===== config.mk =====
export PLATFORM = sky130hd
export DESIGN_NAME = stx_etx_length_frame_receiver_flat
export DESIGN_NICKNAME = d
export VERILOG_FILES = /design/src/hw/rtl/stx_pkg.sv /design/src/hw/rtl/stx_if.sv /design/src/hw/rtl/stx_parser.sv /design/src/hw/rtl/stx_etx_length_frame_receiver.sv /design/src/flat_wrapper.sv
export SDC_FILE = /design/constraint.sdc
export NUM_CORES = 1
export LEC_CHECK = 0
export BUFFER_PORTS_ARGS = -buffer_cell sky130_fd_sc_hd__clkbuf_2
export CAP_MARGIN = 25
export CORE_MARGIN = 5
export CORE_UTILIZATION = 62
export DETAILED_ROUTE_END_ITERATION = 10
export GPL_TIMING_DRIVEN = 0
export PLACE_DENSITY = 0.83
export SYNTH_ARGS = -nofsm -noshare
export SYNTH_HDL_FRONTEND = slang
export SYNTH_SLANG_ARGS = --single-unit

===== constraint.sdc =====
create_clock -name clk -period 8.5 [get_ports clk]
set_clock_uncertainty 0.05 [all_clocks]
set_input_delay 1.275 -clock clk [delete_from_list [all_inputs] [get_ports clk]]
set_output_delay 1.275 -clock clk [all_outputs]
set_load 0.02 [all_outputs]

===== src/hw/rtl/stx_pkg.sv =====
package stx_pkg;

  localparam logic [7:0]  MARK_START = 8'h80;
  localparam logic [7:0]  MARK_END   = 8'h81;
  localparam logic [15:0] CAP_RESET  = 16'd2048;

  localparam logic KIND_BYTE = 1'b0;
  localparam logic KIND_ARM  = 1'b1;

  typedef enum logic [2:0] {
    PH_START1 = 3'd0,
    PH_START2 = 3'd1,
    PH_LEN_HI = 3'd2,
    PH_LEN_LO = 3'd3,
    PH_DATA   = 3'd4,
    PH_END1   = 3'd5,
    PH_END2   = 3'd6,
    PH_DONE   = 3'd7
  } phase_t;

  typedef struct packed {
    logic       kind;
    logic [7:0] rx_byte;
  } in_item_t;

  typedef struct packed {
    logic        write_valid;
    logic [15:0] write_index;
    logic [7:0]  write_byte;
    logic        frame_done;
    logic        frame_error;
  } out_item_t;

endpackage


===== src/hw/rtl/stx_if.sv =====
interface stx_in_if;
  logic              valid;
  logic              ready;
  stx_pkg::in_item_t data;

  modport source (output valid, output data, input ready);
  modport sink   (input valid, input data, output ready);
endinterface

interface stx_out_if;
  logic               valid;
  logic               ready;
  stx_pkg::out_item_t data;

  modport source (output valid, output data, input ready);
  modport sink   (input valid, input data, output ready);
endinterface

interface stx_cfg_if;
  logic        valid;
  logic        ready;
  logic [15:0] data;

  modport source (output valid, output data, input ready);
  modport sink   (input valid, input data, output ready);
endinterface


===== src/hw/rtl/stx_parser.sv =====
module stx_parser (
  input  logic               clk,
  input  logic               rst_n,
  input  logic               step,
  input  stx_pkg::in_item_t  item,
  input  logic [15:0]        buf_capacity,
  output stx_pkg::out_item_t res
);

  logic             armed_r,  armed_nxt;
  stx_pkg::phase_t  phase_r,  phase_nxt;
  logic [15:0]      len_r,    len_nxt;
  logic [15:0]      count_r,  count_nxt;
  logic             error_r,  error_nxt;
  logic [15:0]      count_inc;

  assign count_inc = count_r + 16'd1;

  always_comb begin
    armed_nxt = armed_r;
    phase_nxt = phase_r;
    len_nxt   = len_r;
    count_nxt = count_r;
    error_nxt = error_r;
    res       = '0;

    if (item.kind == stx_pkg::KIND_ARM) begin
      armed_nxt = 1'b1;
      phase_nxt = stx_pkg::PH_START1;
      len_nxt   = '0;
      count_nxt = '0;
      error_nxt = 1'b0;
    end else if (armed_r) begin
      if (count_r >= buf_capacity) begin
        // overflow: drop byte, phase holds
        error_nxt = 1'b1;
      end else begin
        case (phase_r)
          stx_pkg::PH_START1: begin
            if (item.rx_byte == stx_pkg::MARK_START) phase_nxt = stx_pkg::PH_START2;
          end
          stx_pkg::PH_START2: begin
            phase_nxt = (item.rx_byte == stx_pkg::MARK_START) ? stx_pkg::PH_LEN_HI
                                                              : stx_pkg::PH_START1;
          end
          stx_pkg::PH_LEN_HI: begin
            len_nxt   = {item.rx_byte, 8'h00};
            phase_nxt = stx_pkg::PH_LEN_LO;
          end
          stx_pkg::PH_LEN_LO: begin
            len_nxt   = {len_r[15:8], item.rx_byte};
            phase_nxt = stx_pkg::PH_DATA;
          end
          stx_pkg::PH_DATA: begin
            res.write_valid = 1'b1;
            res.write_index = count_r;
            res.write_byte  = item.rx_byte;
            count_nxt       = count_inc;
            if (len_r <= count_inc) phase_nxt = stx_pkg::PH_END1;
          end
          stx_pkg::PH_END1: begin
            if (item.rx_byte != stx_pkg::MARK_END) error_nxt = 1'b1;
            phase_nxt = stx_pkg::PH_END2;
          end
          stx_pkg::PH_END2: begin
            if (item.rx_byte != stx_pkg::MARK_END) error_nxt = 1'b1;
            phase_nxt = stx_pkg::PH_DONE;
          end
          default: begin
          end
        endcase
      end
      if (phase_nxt == stx_pkg::PH_DONE) armed_nxt = 1'b0;
    end

    res.frame_done  = (phase_nxt == stx_pkg::PH_DONE);
    res.frame_error = error_nxt;
  end

  always_ff @(posedge clk) begin
    if (!rst_n) begin
      armed_r <= 1'b0;
      phase_r <= stx_pkg::PH_START1;
      len_r   <= '0;
      count_r <= '0;
      error_r <= 1'b0;
    end else if (step) begin
      armed_r <= armed_nxt;
      phase_r <= phase_nxt;
      len_r   <= len_nxt;
      count_r <= count_nxt;
      error_r <= error_nxt;
    end
  end

  // payload only leaves the data phase
  a_write_in_data: assert property (@(posedge clk) disable iff (!rst_n)
    step && res.write_valid |-> phase_r == stx_pkg::PH_DATA)
    else $error("payload write outside data phase");

  // completion always closes the receiver
  a_done_closed: assert property (@(posedge clk) disable iff (!rst_n)
    !(armed_r && phase_r == stx_pkg::PH_DONE))
    else $error("receiver armed in complete phase");

  a_error_sticky: assert property (@(posedge clk) disable iff (!rst_n)
    step && item.kind == stx_pkg::KIND_BYTE && error_r |-> res.frame_error)
    else $error("error flag dropped without arm");

  a_arm_clears: assert property (@(posedge clk) disable iff (!rst_n)
    step && item.kind == stx_pkg::KIND_ARM
    |=> armed_r && phase_r == stx_pkg::PH_START1 && !error_r && count_r == 16'd0)
    else $error("arm did not clear parser");

endmodule


===== src/hw/rtl/stx_etx_length_frame_receiver.sv =====
// Path: input register, then result register, between input transfer and result transfer.
// Throughput: one byte or arm item per cycle while the result sink takes results; a stalled
//   result register holds the input register and with it the input channel.
// Reset (rst_n low, synchronous): receiver closed, hunting first start mark, counters
//   and error cleared, buf_capacity back to 2048, both pipeline stages empty.
module stx_etx_length_frame_receiver (
  input  logic      clk,
  input  logic      rst_n,
  stx_in_if.sink    in_chan,
  stx_out_if.source out_chan,
  stx_cfg_if.sink   cfg_chan
);

  // capacity register; config is always taken
  logic [15:0] buf_capacity_r;

  assign cfg_chan.ready = 1'b1;

  always_ff @(posedge clk) begin
    if (!rst_n) begin
      buf_capacity_r <= stx_pkg::CAP_RESET;
    end else if (cfg_chan.valid) begin
      buf_capacity_r <= cfg_chan.data;
    end
  end

  // input stage
  logic               s0_valid_r, s0_valid_nxt;
  stx_pkg::in_item_t  s0_item_r;
  logic               out_valid_r, out_valid_nxt;
  stx_pkg::out_item_t out_item_r;
  stx_pkg::out_item_t res;
  logic               in_xfer;
  logic               step;

  // step: the held item moves into the result register, parser state updates
  assign step          = s0_valid_r && (!out_valid_r || out_chan.ready);
  assign in_chan.ready = !s0_valid_r || step;
  assign in_xfer       = in_chan.valid && in_chan.ready;

  assign s0_valid_nxt  = in_xfer || (s0_valid_r && !step);
  assign out_valid_nxt = step || (out_valid_r && !out_chan.ready);

  always_ff @(posedge clk) begin
    if (!rst_n) begin
      s0_valid_r  <= 1'b0;
      out_valid_r <= 1'b0;
    end else begin
      s0_valid_r  <= s0_valid_nxt;
      out_valid_r <= out_valid_nxt;
    end
  end

  always_ff @(posedge clk) begin
    if (in_xfer) s0_item_r  <= in_chan.data;
    if (step)    out_item_r <= res;
  end

  stx_parser u_parser (
    .clk          (clk),
    .rst_n        (rst_n),
    .step         (step),
    .item         (s0_item_r),
    .buf_capacity (buf_capacity_r),
    .res          (res)
  );

  assign out_chan.valid = out_valid_r;
  assign out_chan.data  = out_item_r;

endmodule


===== src/flat_wrapper.sv =====
// flat-port wrapper written by rule: the top's interface ports become plain ports
module stx_etx_length_frame_receiver_flat 
  (clk, rst_n, in_chan_valid, in_chan_data, in_chan_ready, out_chan_valid, out_chan_data, out_chan_ready, cfg_chan_valid, cfg_chan_data, cfg_chan_ready);
  stx_in_if in_chan_i ();
  stx_out_if out_chan_i ();
  stx_cfg_if cfg_chan_i ();
  input  logic clk;
  input  logic rst_n;
  input wire logic [$bits(in_chan_i.valid)-1:0] in_chan_valid;
  input wire logic [$bits(in_chan_i.data)-1:0] in_chan_data;
  output wire logic [$bits(in_chan_i.ready)-1:0] in_chan_ready;
  output wire logic [$bits(out_chan_i.valid)-1:0] out_chan_valid;
  output wire logic [$bits(out_chan_i.data)-1:0] out_chan_data;
  input wire logic [$bits(out_chan_i.ready)-1:0] out_chan_ready;
  input wire logic [$bits(cfg_chan_i.valid)-1:0] cfg_chan_valid;
  input wire logic [$bits(cfg_chan_i.data)-1:0] cfg_chan_data;
  output wire logic [$bits(cfg_chan_i.ready)-1:0] cfg_chan_ready;
  assign in_chan_i.valid = in_chan_valid;
  assign in_chan_i.data = in_chan_data;
  assign in_chan_ready = in_chan_i.ready;
  assign out_chan_valid = out_chan_i.valid;
  assign out_chan_data = out_chan_i.data;
  assign out_chan_i.ready = out_chan_ready;
  assign cfg_chan_i.valid = cfg_chan_valid;
  assign cfg_chan_i.data = cfg_chan_data;
  assign cfg_chan_ready = cfg_chan_i.ready;
  stx_etx_length_frame_receiver u_core (.clk(clk), .rst_n(rst_n), .in_chan(in_chan_i), .out_chan(out_chan_i), .cfg_chan(cfg_chan_i));
endmodule

Yosys cells after proc, flatten, opt, wreduce, memory -nomap -nowiden
Index checks and enable logic that the tools add are counted.
{ "op_classes": {"magnitude_cmp": 2, "n_bitwise": 2, "n_eq_ne": 12, "n_mux": 26, "addsub": 1, "reduce_logical": 23} }
{ "op_table": {"columns": ["op", "count"], "rows": [
  ["$mux W16", 7],
  ["$pmux W16 S2", 1],
  ["$mux W25", 1],
  ["$mux W3", 7],
  ["$pmux W3 S7", 1],
  ["$add A16 B1 Y16 const B", 1],
  ["$ge A16 B16 Y1", 1],
  ["$le A16 B16 Y1", 1],
  ["$eq A3 B3 Y1 const B", 5],
  ["$eq A8 B8 Y1 const B", 1],
  ["$mux W1", 8],
  ["$ne A8 B8 Y1 const B", 1],
  ["$reduce_and A4 Y1", 2],
  ["$eq A3 B2 Y1 const B", 2],
  ["$reduce_bool A2 Y1", 3],
  ["$reduce_and A5 Y1", 1],
  ["$logic_and A1 B1 Y1", 4],
  ["$logic_not A1 Y1", 4],
  ["$logic_or A1 B1 Y1", 4],
  ["$ne A2 B1 Y1 const B", 2],
  ["$reduce_or A4 Y1", 1],
  ["$eq A3 B1 Y1 const B", 1],
  ["$logic_not A3 Y1", 1],
  ["$reduce_bool A3 Y1", 1],
  ["4 further kinds", 5]
]} }
{ "word_totals": {"regBits": 91, "elab_cells": 82, "out_inout_bits": 30, "in_bits": 30} }

Longest topological paths before layout
Gate-level depths: netlist of run 1.
{ "depth": {"word_depth": 11, "mapped_depth": 13, "mapped_depth_nobuf": 13} }

By module
A second synthesis of run 1 with hierarchy kept.
{ "hier_totals": {"cells_unflattened": 454, "hier_area_um2": 4708.3} }
{ "by_module_without_submodules": {"columns": ["module", "area_each_um2", "cells_per_inst", "seq_area_each_um2", "instances"], "rows": [
  ["stx_parser", 2919.0, 356, 740.7, 1],
  ["stx_etx_length_frame_receiver", 1789.2, 98, 1441.4, 1]
]} }

Worst setup path after synthesis of run 1
No wires, ideal clock.
{ "synth_timing": {"path_kind": "input port to output port", "start": "in out_chan_ready", "end": "out in_chan_ready", "arrival_ns": 1.627, "setup_slack_ns": 5.548, "path_stages": 2, "path_cell_list": "nor2b_1 -> nand2_1"} }
{ "synth_between": {"elab_chain_len": 3} }
{ "synth_lines": {"columns": ["item", "line", "rtl"], "rows": [
  ["start, declared", "flat_wrapper.sv:14", "input wire logic [$bits(out_chan_i.ready)-1:0] out_chan_ready;"],
  ["$logic_or A1 B1 Y1", "stx_etx_length_frame_receiver.sv:37", "assign step = s0_valid_r && (!out_valid_r || out_chan.ready);"],
  ["$logic_and A1 B1 Y1", "stx_etx_length_frame_receiver.sv:37", null],
  ["$logic_or A1 B1 Y1", "stx_etx_length_frame_receiver.sv:38", "assign in_chan.ready = !s0_valid_r || step;"],
  ["end, declared", "flat_wrapper.sv:11", "output wire logic [$bits(in_chan_i.ready)-1:0] in_chan_ready;"]
]} }
No other way between the ends.

==> results of run 1 <==
## flip-flops by register name, indices dropped and copies added, names as in the netlist, 3 cells and up
signal,cells
u_core.u_parser.count_r,16
u_core.out_chan.data,27
u_core.buf_capacity_r,16
u_core.u_parser.len_r,16
u_core.s0_item_r,9
u_core.u_parser.phase_r,3
## metrics by stage
stage	hold slack, ns	utilization (%)
after global placement	0.412	69.2
after floorplan	0.392	-
after global routing	0.456	72.1
after CTS	0.435	72.1
final	0.441	72.1
after detailed placement	0.418	69.5
## kinds of logic after synthesis
family	after synthesis	share of synthesized area [%]
compound gates	106	15.6
simple gates	155	17.0
fa+ha+maj	33	9.01
mux	15	3.28
xor+xnor	15	2.87
buf+inv	51	4.53
other cells	1	0.0819
flops	91	47.6
## where the power goes
part	leakage (nW)	switching, W	internal, W	total (W)
sequential	0.784	0.00000754	0.000467	0.000474
clock	0.0816	0.000151	0.000135	0.000286
combinational	1.24	0.0000454	0.0000250	0.0000704
total	2.11	0.000204	0.000626	0.000830
## critical path: stages (launching register included)
cell     delay [ns]
dfxtp_1        0.44
ha_1           0.28
nand3_1        0.21
nor2_1         0.39
nand4_1        0.22
xor2_1         0.22
ha_1           0.31
nand4_1        0.19
nor4_1         0.33
nor3_1         0.08
o22ai_1        0.21
a31oi_1        0.13
nor3_1         0.21
## area by class of cell
| cell class | count | area [um2] |
|---|---|---|
| clock inverters | 4 | 52.6 |
| plain buffers | 23 | 103 |
| repair buffers | 58 | 313 |
| inverters | 28 | 105 |
| fillers | 556 | 2010 |
| multi-input cells | 325 | 2190 |
| clock buffers | 11 | 131 |
| flip-flops and latches | 91 | 2180 |
| well taps | 99 | 124 |
## cell usage after synthesis, types with 6 or more instances
cell | count | area share (%)
nand3_1 | 11 | 1.2
nand4_1 | 9 | 1.2
xnor2_1 | 9 | 1.7
o21ai_0 | 21 | 2.3
nand2_1 | 36 | 3.0
ha_1 | 33 | 9.0
o211ai_1 | 7 | 1.1
mux2i_1 | 15 | 3.3
inv_1 | 28 | 2.3
a22o_1 | 11 | 2.1
xor2_1 | 6 | 1.1
nor3_1 | 11 | 1.2
clkbuf_1 | 15 | 1.2
a21oi_1 | 32 | 3.5
nor2_1 | 38 | 3.1
dfxtp_1 | 55 | 24
and2_1 | 23 | 3.1
a31oi_1 | 7 | 0.96
edfxtp_1 | 36 | 24
## routing by layer
layer,up-vias,global-route usage (%),wire [um]
li1,1818,-,-
met1,1830,34.3,5010
met3,27,3.21,651
met4,0,11.7,306
met2,170,41.2,5320
met5,-,0,0
## path summary, 6_finish.rpt
path	to	from	cells past startpoint
worst max register to register	u_core.out_chan.data[1]	u_core.u_parser.count_r[1]	12
worst min register to register	u_core.u_parser.len_r[15]	u_core.u_parser.len_r[15]	2
worst max-delay path	u_core.out_chan.data[1]	u_core.u_parser.count_r[1]	12
worst min-delay path	u_core.u_parser.len_r[15]	u_core.u_parser.len_r[15]	2
==> results.txt, run 1 <==
Hold/Removal Path Class: register to register
worst reg2reg setup slack: 5.03 ns
startpoint class of the critical path: register
Detailed Place HPWL: 8510 um
fin cells: 639
Die Wd: 96.0 um
CTS H-tree depth: 3
CP Data Required Time: 8.63 ns
CTS tree: built
Hold Violations, Final: 0
Post-synth ARST share: 0%
core region area: 7210 um2
Area Overhead vs Synth: 13.5%
Tot GR Track Use: 25.6%
Cell Area, Placed: 5020 um2
Die ar.: 9210 um2
Final period util: 40.8%
clk_lat worst skew: 0.36 ns
worst slack at placement: 5.25 ns
total CTS buffers: 9
fmax: 0.289 GHz
number of global-route vias before repair: 3681
Clock Sinks: 91
initial antenna violation count: 0
synth warn: 0
antenna viol nets, final: 0
final setup TNS: 0 ns
highest-count cells in the layout ignoring fill and taps: 58 x clkbuf_2, 55 x dfxtp_1, 38 x nor2_1
placed cells: 624
commonest non-fill, non-tap cell in the layout: clkbuf_2
Die H: 96.0 um
clock root buffer: clkbuf_8
Max-cap violations: 0
Worst Max-Slew Pin Slew: 0.670 ns
synthesized cell area: 4580 um2
syn_nets: 530
post-detailed-route wirelength per cell: 17.7 um
Clock Path Buffers: 2
DRC: 0
Seq cells post-synth: 91
post-CTS setup buffers: 0
Worst Setup End Kind: register
Resized cells post-CTS: 0
Seq/Total Area, Yosys: 47.6%
fin worst setup slack: 5.03 ns
worst vdd ir: 0.0000864 V
row count: 31
pwr dens: 160 nW/um2
DRT Pass-1 Iters: 5
unrepaired setup endpoints after global routing: no
I/O Buffers: 57
slew margin rel.: 55.4%
DRT Wirelength: 11300 um
Crit Path Category: register to register
Reg clk slew, reported paths: 0.09 ns
final instance area: 5200 um2
LEAKAGE: 2.11 nW
Post-synth EDFFs: 36
gpl congestion: 0.903
I/O pin total: 60
detailed-route via count: 3845
layout cells sized above 1: 15.9%
CP max FO: 6
final setup fails: 0
Slew Limit Fails: 0
Avg Inst Size Synth: 9.81 um2
gate count of the mapped netlist: 467
largest net degree at the start of global routing: 24
top_reg_cell synth: dfxtp_1
number of diodes: 0
Initial Util: 63.5%
Final min period: 3.47 ns
Crit path arrival time: 3.60 ns
hold buffers post-CTS: 0
Netlist cell types: 55
GRT overflow: 0
Design Power: 0.000830 W
outcome: finished clean
first-pass GRT wire length: 17700 um
DR vias/cell: 6.02
drt initial violations: 389
Final #Nets: 599
No activity file was read; power rests on OpenSTA's default activity.
==> run 2, diff against run 1 <==
--- a/config.mk
+++ b/config.mk
@@ -5,13 +5,14 @@
 export SDC_FILE = /design/constraint.sdc
 export NUM_CORES = 1
 export LEC_CHECK = 0
+export ABC_AREA = 1
 export BUFFER_PORTS_ARGS = -buffer_cell sky130_fd_sc_hd__clkbuf_2
 export CAP_MARGIN = 25
 export CORE_MARGIN = 5
-export CORE_UTILIZATION = 62
+export CORE_UTILIZATION = 52
 export DETAILED_ROUTE_END_ITERATION = 10
 export GPL_TIMING_DRIVEN = 0
-export PLACE_DENSITY = 0.83
+export PLACE_DENSITY = 0.74
 export SYNTH_ARGS = -nofsm -noshare
 export SYNTH_HDL_FRONTEND = slang
 export SYNTH_SLANG_ARGS = --single-unit
==> constraint.sdc (replaced) <==
create_clock -name clk -period 2.9 [get_ports clk]
set_clock_uncertainty 0.05 [all_clocks]
set_input_delay 0.435 -clock clk [delete_from_list [all_inputs] [get_ports clk]]
set_output_delay 0.435 -clock clk [all_outputs]
set_load 0.02 [all_outputs]
==> run 2 against run 1 <==
Sequential power rose to 3.0 times the previous value. Design area up 3.2%. Sequential cell count unchanged. Synthesized cell count up 17%. Final cell count grew 15%. Global-route usage down 6.0 points. Clock-buffer cell count fell by 1. Critical endpoint is now u_core.u_parser.armed_r. Largest cell class is now sequential cells.
==> results.txt, run 2 <==
outcome: finished clean
Tot GR Track Use: 19.6% (-6.0 points)
synthesized cell area: 4610 um2 (+0.74%)
final instance area: 5370 um2 (+3.2%)
Worst Max-Slew Pin Slew: 0.577 ns (-0.0930 ns)
Worst R2R End: u_core.u_parser.armed_r
gate count of the mapped netlist: 547 (+17%)
LEAKAGE: 2.30 nW (+9.3%)
Die ar.: 10900 um2 (+18%)
Post-synth ARST share: 0% (unchanged)
met1 wire length: 4810 um (-4.1%)
Crit Path Category: register to register
Worst path slowest cell: dfxtp_4
critical-path cell list: ha_4 > nand3_2 > nor2_2 > inv_2 > nor2_4 > nand3_2 > nor2_1 > nand2_1 > nor2_2 > xor2_2 > ha_1 > nand2_2 > nor2_2 > a21oi_2 > nand2_1 > nand2_1 > nand2_1 > nand3_2 > nand4_1 > nand2_1 > a21oi_1
highest-count cells in the layout ignoring fill and taps: 82 x nand2_1, 67 x inv_1, 65 x nor2_1, 65 x a21oi_1, 58 x clkbuf_2
drt initial violations: 234 (-40%)
met3 routed WL: 610 um (-6.3%)
Area Overhead vs Synth: 16.3%
Post-synth EDFFs: 36 (unchanged)
gpl congestion: 1.01 (+12%)
Clock Path Buffers: 2 (unchanged)
flip-flop count of the largest register after layout: 27 (unchanged)
top cell type's share of synthesized area: 23.9% (-0.18 points)
unrepaired setup endpoints after global routing: yes
clk_lat worst skew: 0.36 ns (about the same)
Detailed Place HPWL: 8150 um (-4.3%)
Die H: 104 um (+8.6%)
DR vias/cell: 5.36 (-11%)
DRT Pass-1 Iters: 5 (unchanged)
worst hold stages: 1 (-1)
fin cells: 736 (+15%)
hold path endpoint: u_core.s0_item_r[0]
DRT Wirelength: 10800 um (-4.0%)
Reg clk slew, reported paths: 0.10 ns (about the same)
clock root buffer: clkbuf_8
synth top area cells: dfxtp_1 24%, edfxtp_1 23%, ha_1 8.9%, a21oi_1 7.3%, nand2_1 6.8%
synth warn: 0 (unchanged)
worst reg2reg setup slack: 0.05 ns (-4.98 ns)
Seq cells post-synth: 91 (unchanged)
row count: 34 (+9.7%)
Clock Sinks: 91 (unchanged)
Max-cap violations: 0 (unchanged)
Worst path most repeated cell: nand2_1
CTS tree: built
detailed-route via count: 3947 (+2.7%)
WP buf/inv: 1 (+1)
post-detailed-route wirelength per cell: 14.7 um (-17%)
core region area: 8680 um2 (+20%)
Die Wd: 104 um (+8.6%)
syn_nets: 610 (+15%)
Final period util: 98.2% (+57 points)
Avg Inst Size Synth: 8.44 um2 (-14%)
pwr dens: 477 nW/um2 (+200%)
Slew Limit Fails: 0 (unchanged)
hold_sp: in_chan_data[0]
antenna viol nets, final: 0 (unchanged)
Hold Violations, Final: 0 (unchanged)
Worst Setup End Kind: register
count leader, synth: nand2_1
CTS H-tree depth: 3 (unchanged)
DR top layer: met4
post-synth top area cell: dfxtp_1
commonest non-fill, non-tap cell in the layout: nand2_1
I/O Buffers: 58 (+1.8%)
initial antenna violation count: 0 (unchanged)
CP Data Required Time: 3.08 ns (-5.55 ns)
startpoint class of the critical path: register
I/O pin total: 60 (unchanged)
Crit path arrival time: 3.03 ns (-0.57 ns)
total CTS buffers: 9 (unchanged)
Commonest cells post-synth: 84 x nand2_1, 67 x a21oi_1, 67 x inv_1
final setup fails: 0 (unchanged)
Initial Util: 53.2% (-10 points)
crit-path leading delay family: simple AND/OR/NAND/NOR gates
top_reg_cell synth: dfxtp_1
worst reg2reg path depth: 21 (+9)
Final #Nets: 686 (+15%)
slew margin rel.: 61.6% (+6.2 points)
worst vdd ir: 0.000216 V (+150%)
Netlist cell types: 41 (-25%)
layout cells sized above 1: 19.6% (+3.7 points)
fin util: 61.8% (-10 points)
placed cells: 714 (+14%)
fmax: 0.351 GHz (+22%)
routed wl met2: 5220 um (-1.8%)
GRT overflow: 0 (unchanged)
Final min period: 2.85 ns (-0.618 ns)
first-pass GRT wire length: 17400 um (-1.7%)
Hold/Removal Path Class: input pin to register
DRC: 0 (unchanged)
hold slack: 0.189 ns (-0.252 ns)
Seq/Total Area, Yosys: 47.3% (-0.35 points)
largest net degree at the start of global routing: 29 (+21%)
Worst path max stage delay: 0.39 ns (-0.05 ns)
number of diodes: 0 (unchanged)
CP max FO: 4 (-2)
number of global-route vias before repair: 3735 (+1.5%)
Cell Area, Placed: 5070 um2 (+1.0%)
Critical R2R Launch: u_core.u_parser.count_r[1]
-- run 2: cell types whose count changed after synthesis, moves of 12 or more --
cell	previous run	this run
inv_1	28	67
a21oi_1	32	67
nand2_1	36	84
and2_1	23	0
mux2i_1	15	0
o21ai_0	21	33
nor2_1	38	66
-- run 2: final cells by class --
| class | instances | area [um2] |
|---|---|---|
| repair buffers | 65 | 363 |
| inverters | 72 | 270 |
| plain buffers | 16 | 83.8 |
| multi-input cells | 368 | 2150 |
| fillers | 757 | 3310 |
| flip-flops and latches | 91 | 2190 |
| well taps | 108 | 135 |
| clock inverters | 6 | 50.0 |
| clock buffers | 10 | 128 |
-- run 2: cells by family after synthesis --
group | Yosys count | share of synthesized area [%]
AND/OR/NAND/NOR | 208 | 21.0
AO/OA/AOI/OAI | 118 | 13.3
flip-flops | 91 | 47.3
buffers and inverters | 88 | 7.67
adder cells (fa/ha/maj) | 33 | 8.95
XOR/XNOR | 8 | 1.68
other | 1 | 0.0813
-- run 2: metrics by stage --
step	setup TNS [ns]	worst slack [ns]	total power (W)
floorplan	0	0.307	0.00166
global placement	-0.141	-0.0773	0.00175
detailed placement	-0.198	-0.115	0.00177
CTS	0	0.0289	0.00256
global route	-0.346	-0.153	0.00268
finish	0	0.0519	0.00256
-- run 2: repair_timing --
| item | CTS | global route |
|---|---|---|
| hold buffers | 0 | 0 |
| setup buffers | 0 | 6 |
| setup endpoints to repair | 3 | 3 |
| pin swaps | 1 | 12 |
| gates cloned | 0 | 0 |
| endpoints found under the hold margin | 0 | 0 |
| gates resized for setup | 5 | 15 |
-- run 2: worst register-to-register path, stage by stage (launching register included) --
cell and delay (ns):
dfxtp_4 0.39, ha_4 0.14, nand3_2 0.09, nor2_2 0.14, inv_2 0.07, nor2_4 0.10, nand3_2 0.09, nor2_1 0.12
nand2_1 0.09, nor2_2 0.16, xor2_2 0.18, ha_1 0.26, nand2_2 0.12, nor2_2 0.05, a21oi_2 0.15, nand2_1 0.07
nand2_1 0.07, nand2_1 0.06, nand3_2 0.10, nand4_1 0.09, nand2_1 0.08, a21oi_1 0.06
-- run 2: layer usage --
metal	GRT usage (%)	vias to the layer above
met1	26.1	1818
met3	3.66	21
met2	31.6	124
li1	-	1984
met5	0	-
met4	7.03	0
-- run 2: where the power goes --
group | switching, W | internal, W | total [W]
sequential | 0.0000363 | 0.00138 | 0.00142
clock | 0.000477 | 0.000323 | 0.000800
combinational | 0.000224 | 0.000119 | 0.000343
-- run 2: worst max-delay path by stage --
stage,slack (ns),end,from,depth (start not counted)
finish,0.05,u_core.u_parser.armed_r,u_core.u_parser.count_r[1],21
global route,-0.15,u_core.u_parser.armed_r,u_core.u_parser.count_r[2],19
CTS,0.03,u_core.out_chan.data[1],u_core.u_parser.count_r[3],16
detailed placement,-0.11,u_core.out_chan.data[1],u_core.u_parser.count_r[1],20
global placement,-0.08,u_core.out_chan.data[1],u_core.u_parser.count_r[0],20
floorplan,0.31,u_core.out_chan.data[1],u_core.u_parser.count_r[1],20
==> run 3, diff against run 2 <==
--- a/config.mk
+++ b/config.mk
@@ -5,9 +5,9 @@
 export SDC_FILE = /design/constraint.sdc
 export NUM_CORES = 1
 export LEC_CHECK = 0
-export ABC_AREA = 1
 export BUFFER_PORTS_ARGS = -buffer_cell sky130_fd_sc_hd__clkbuf_2
 export CAP_MARGIN = 25
+export CORE_ASPECT_RATIO = 0.9
 export CORE_MARGIN = 5
 export CORE_UTILIZATION = 52
 export DETAILED_ROUTE_END_ITERATION = 10
==> run 3 against run 2 <==
First-iteration DRC count grew 75%. Sequential share of layout area fell by 0.58 points. Clock-buffer cell count fell by 1. Fmax shrank 0.68%. Combinational power down 40%.
==> results.txt, run 3 (same netlist as run 1, synthesis figures left out) <==
worst slack at placement: -0.316 ns (-0.202 ns)
number of global-route vias before repair: 3619 (-3.1%)
antenna viol nets, final: 0 (unchanged)
fmax: 0.349 GHz (-0.68%)
CTS tree: built
Tot GR Track Use: 20.8% (+1.2 points)
Switching Share: 23.0% (-5.8 points)
Worst R2R End: u_core.out_chan.data[1]
NetSw: 0.000599 W (-19%)
startpoint class of the critical path: register
clock root buffer: clkbuf_8
Cell Area, Placed: 5040 um2 (-0.49%)
DR vias/cell: 5.69 (+6.0%)
Clk pwr share: 38.9% (+7.6 points)
Detailed Place HPWL: 7950 um (-2.4%)
hold path endpoint: u_core.s0_item_r[2]
hold_sp: in_chan_data[2]
Slew Limit Fails: 0 (unchanged)
worst hold stages: 1 (unchanged)
outcome: finished clean
first-pass GRT wire length: 17600 um (+0.83%)
row count: 32 (-5.9%)
total CTS buffers: 9 (unchanged)
Hold/Removal Path Class: input pin to register
fin cells: 668 (-9.2%)
CP max FO: 8 (+4)
DRT Pass-1 Iters: 5 (unchanged)
drt initial violations: 409 (+75%)
pwr dens: 479 nW/um2 (+0.44%)
detailed-route via count: 3798 (-3.8%)
slew margin rel.: 54.5% (-7.1 points)
Initial Util: 53.5% (+0.29 points)
fillcell total: 711 (-6.1%)
Clock Sinks: 91 (unchanged)
worst vdd ir: 0.000284 V (+32%)
post-detailed-route wirelength per cell: 16.4 um (+12%)
Worst Max-Slew Pin Slew: 0.683 ns (+0.106 ns)
Die ar.: 10800 um2 (-0.64%)
Hold Violations, Final: 0 (unchanged)
initial antenna violation count: 0 (unchanged)
worst reg2reg setup slack: 0.03 ns (-0.02 ns)
hold slack: 0.192 ns (+0.00306 ns)
largest net degree at the start of global routing: 25 (-14%)
part of the power in registers: 53.2% (-2.1 points)
worst reg2reg path depth: 12 (-43%)
Worst Setup End Kind: register
fin worst setup slack: 0.0323 ns (-0.0196 ns)
placed cells: 644 (-9.8%)
final setup fails: 0 (unchanged)
Max-cap violations: 0 (unchanged)
Combinational Power Share: 7.9% (-5.5 points)
CTS H-tree depth: 3 (unchanged)
Area Overhead vs Synth: 18.8%
CP Data Required Time: 3.04 ns (-0.04 ns)
highest-count cells in the layout ignoring fill and taps: 59 x clkbuf_2, 50 x dfxtp_1, 36 x edfxtp_1
Critical R2R Launch: u_core.u_parser.count_r[2]
flip-flop count of the largest register after layout: 27 (unchanged)
final instance area: 5440 um2 (+1.4%)
DRC: 0 (unchanged)
Crit path arrival time: 3.01 ns (-0.02 ns)
core region area: 8570 um2 (-1.3%)
Final min period: 2.87 ns (+0.0196 ns)
Reg clk slew, reported paths: 0.09 ns (about the same)
commonest non-fill, non-tap cell in the layout: clkbuf_2
layout cells sized above 1: 21.1% (+1.5 points)
DRT Wirelength: 11000 um (+1.5%)
clk_lat worst skew: 0.37 ns (about the same)
Die H: 99.0 um (-5.0%)
I/O pin total: 60 (unchanged)
GRT overflow: 0 (unchanged)
gpl congestion: 0.916 (-9.8%)
LEAKAGE: 2.18 nW (-5.2%)
I/O Buffers: 57 (-1.7%)
Final period util: 98.9% (+0.68 points)
number of diodes: 0 (unchanged)
unrepaired setup endpoints after global routing: yes
Final #Nets: 607 (-12%)
Cell Int Power: 0.00201 W (+10%)
Die Wd: 109 um (+4.5%)
Clock Path Buffers: 2 (unchanged)
Crit Path Category: register to register
run 3: cell types whose count changed in the layout (fill, tap and decap cells not counted), moves of 10 or more:
cell	before	now
a21oi_1	65	32
a22o_1	1	11
and2_1	0	22
inv_1	67	28
mux2i_1	0	15
nand2_1	82	35
nor2_1	65	35
o21ai_0	32	20
o21ai_1	11	1
run 3: critical path, stage by stage, from the launching register on:
cell	delay [ns]
dfxtp_2	0.34
buf_6	0.14
nand4_1	0.18
nor2_4	0.24
and3_4	0.24
xnor2_1	0.08
ha_1	0.31
nand4_1	0.19
nor4_2	0.30
nor3_1	0.08
o22ai_1	0.19
a31oi_1	0.11
nor3_1	0.24
run 3: layout make-up:
| class | count | area, um2 | area share, % |
|---|---|---|---|
| clock buffers | 9 | 124 | 2.28 |
| plain buffers | 23 | 114 | 2.09 |
| flip-flops and latches | 91 | 2190 | 40.2 |
| clock inverters | 7 | 116 | 2.14 |
| well taps | 119 | 149 | 2.74 |
| multi-input cells | 325 | 2270 | 41.7 |
| inverters | 28 | 105 | 1.93 |
| repair buffers | 66 | 373 | 6.85 |
run 3: layer usage:
layer  global-route usage (%)  wire length (um)
met2                     33.2              5160
met1                     27.9              4680
met3                     4.52               900
met4                     6.89               247
met5                        0                 0
run 3: per-stage QoR:
step                      power (W)  util (%)  TNS (ns)
after floorplan             0.00154         -         0
after CTS                   0.00262      62.2         0
final                       0.00261      63.5         0
after global placement      0.00161      58.5    -0.728
after global routing        0.00270      63.5    -0.105
after detailed placement    0.00162      58.8    -0.746
run 3: how the worst max path moves through the flow:
| stage | start | endpoint | cells after the start |
|---|---|---|---|
| global placement | u_core.u_parser.count_r[2] | u_core.out_chan.data[1] | 13 |
| floorplan | u_core.u_parser.count_r[7] | u_core.u_parser.armed_r | 13 |
| CTS | u_core.u_parser.count_r[0] | u_core.out_chan.data[1] | 13 |
| finish | u_core.u_parser.count_r[2] | u_core.out_chan.data[1] | 12 |
| global route | u_core.u_parser.count_r[2] | u_core.out_chan.data[1] | 12 |
| detailed placement | u_core.u_parser.count_r[7] | u_core.out_chan.data[1] | 13 |
run 3: what timing repair did:
item | in CTS | in global routing
gates cloned | 0 | 0
resized for setup | 11 | 22
setup endpoints to repair | 3 | 13
endpoints found under the hold margin | 0 | 0
setup buffers | 2 | 6
hold buffers | 0 | 0
pin swaps | 6 | 9
run 3: power groups by stage:
stage	clock, W	combinational (W)	sequential (W)
floorplan	0	0.000108	0.00143
finish	0.00101	0.000205	0.00139
global placement	0	0.000194	0.00142
detailed placement	0	0.000202	0.00142
CTS	0.00103	0.000203	0.00139
global route	0.00108	0.000226	0.00139
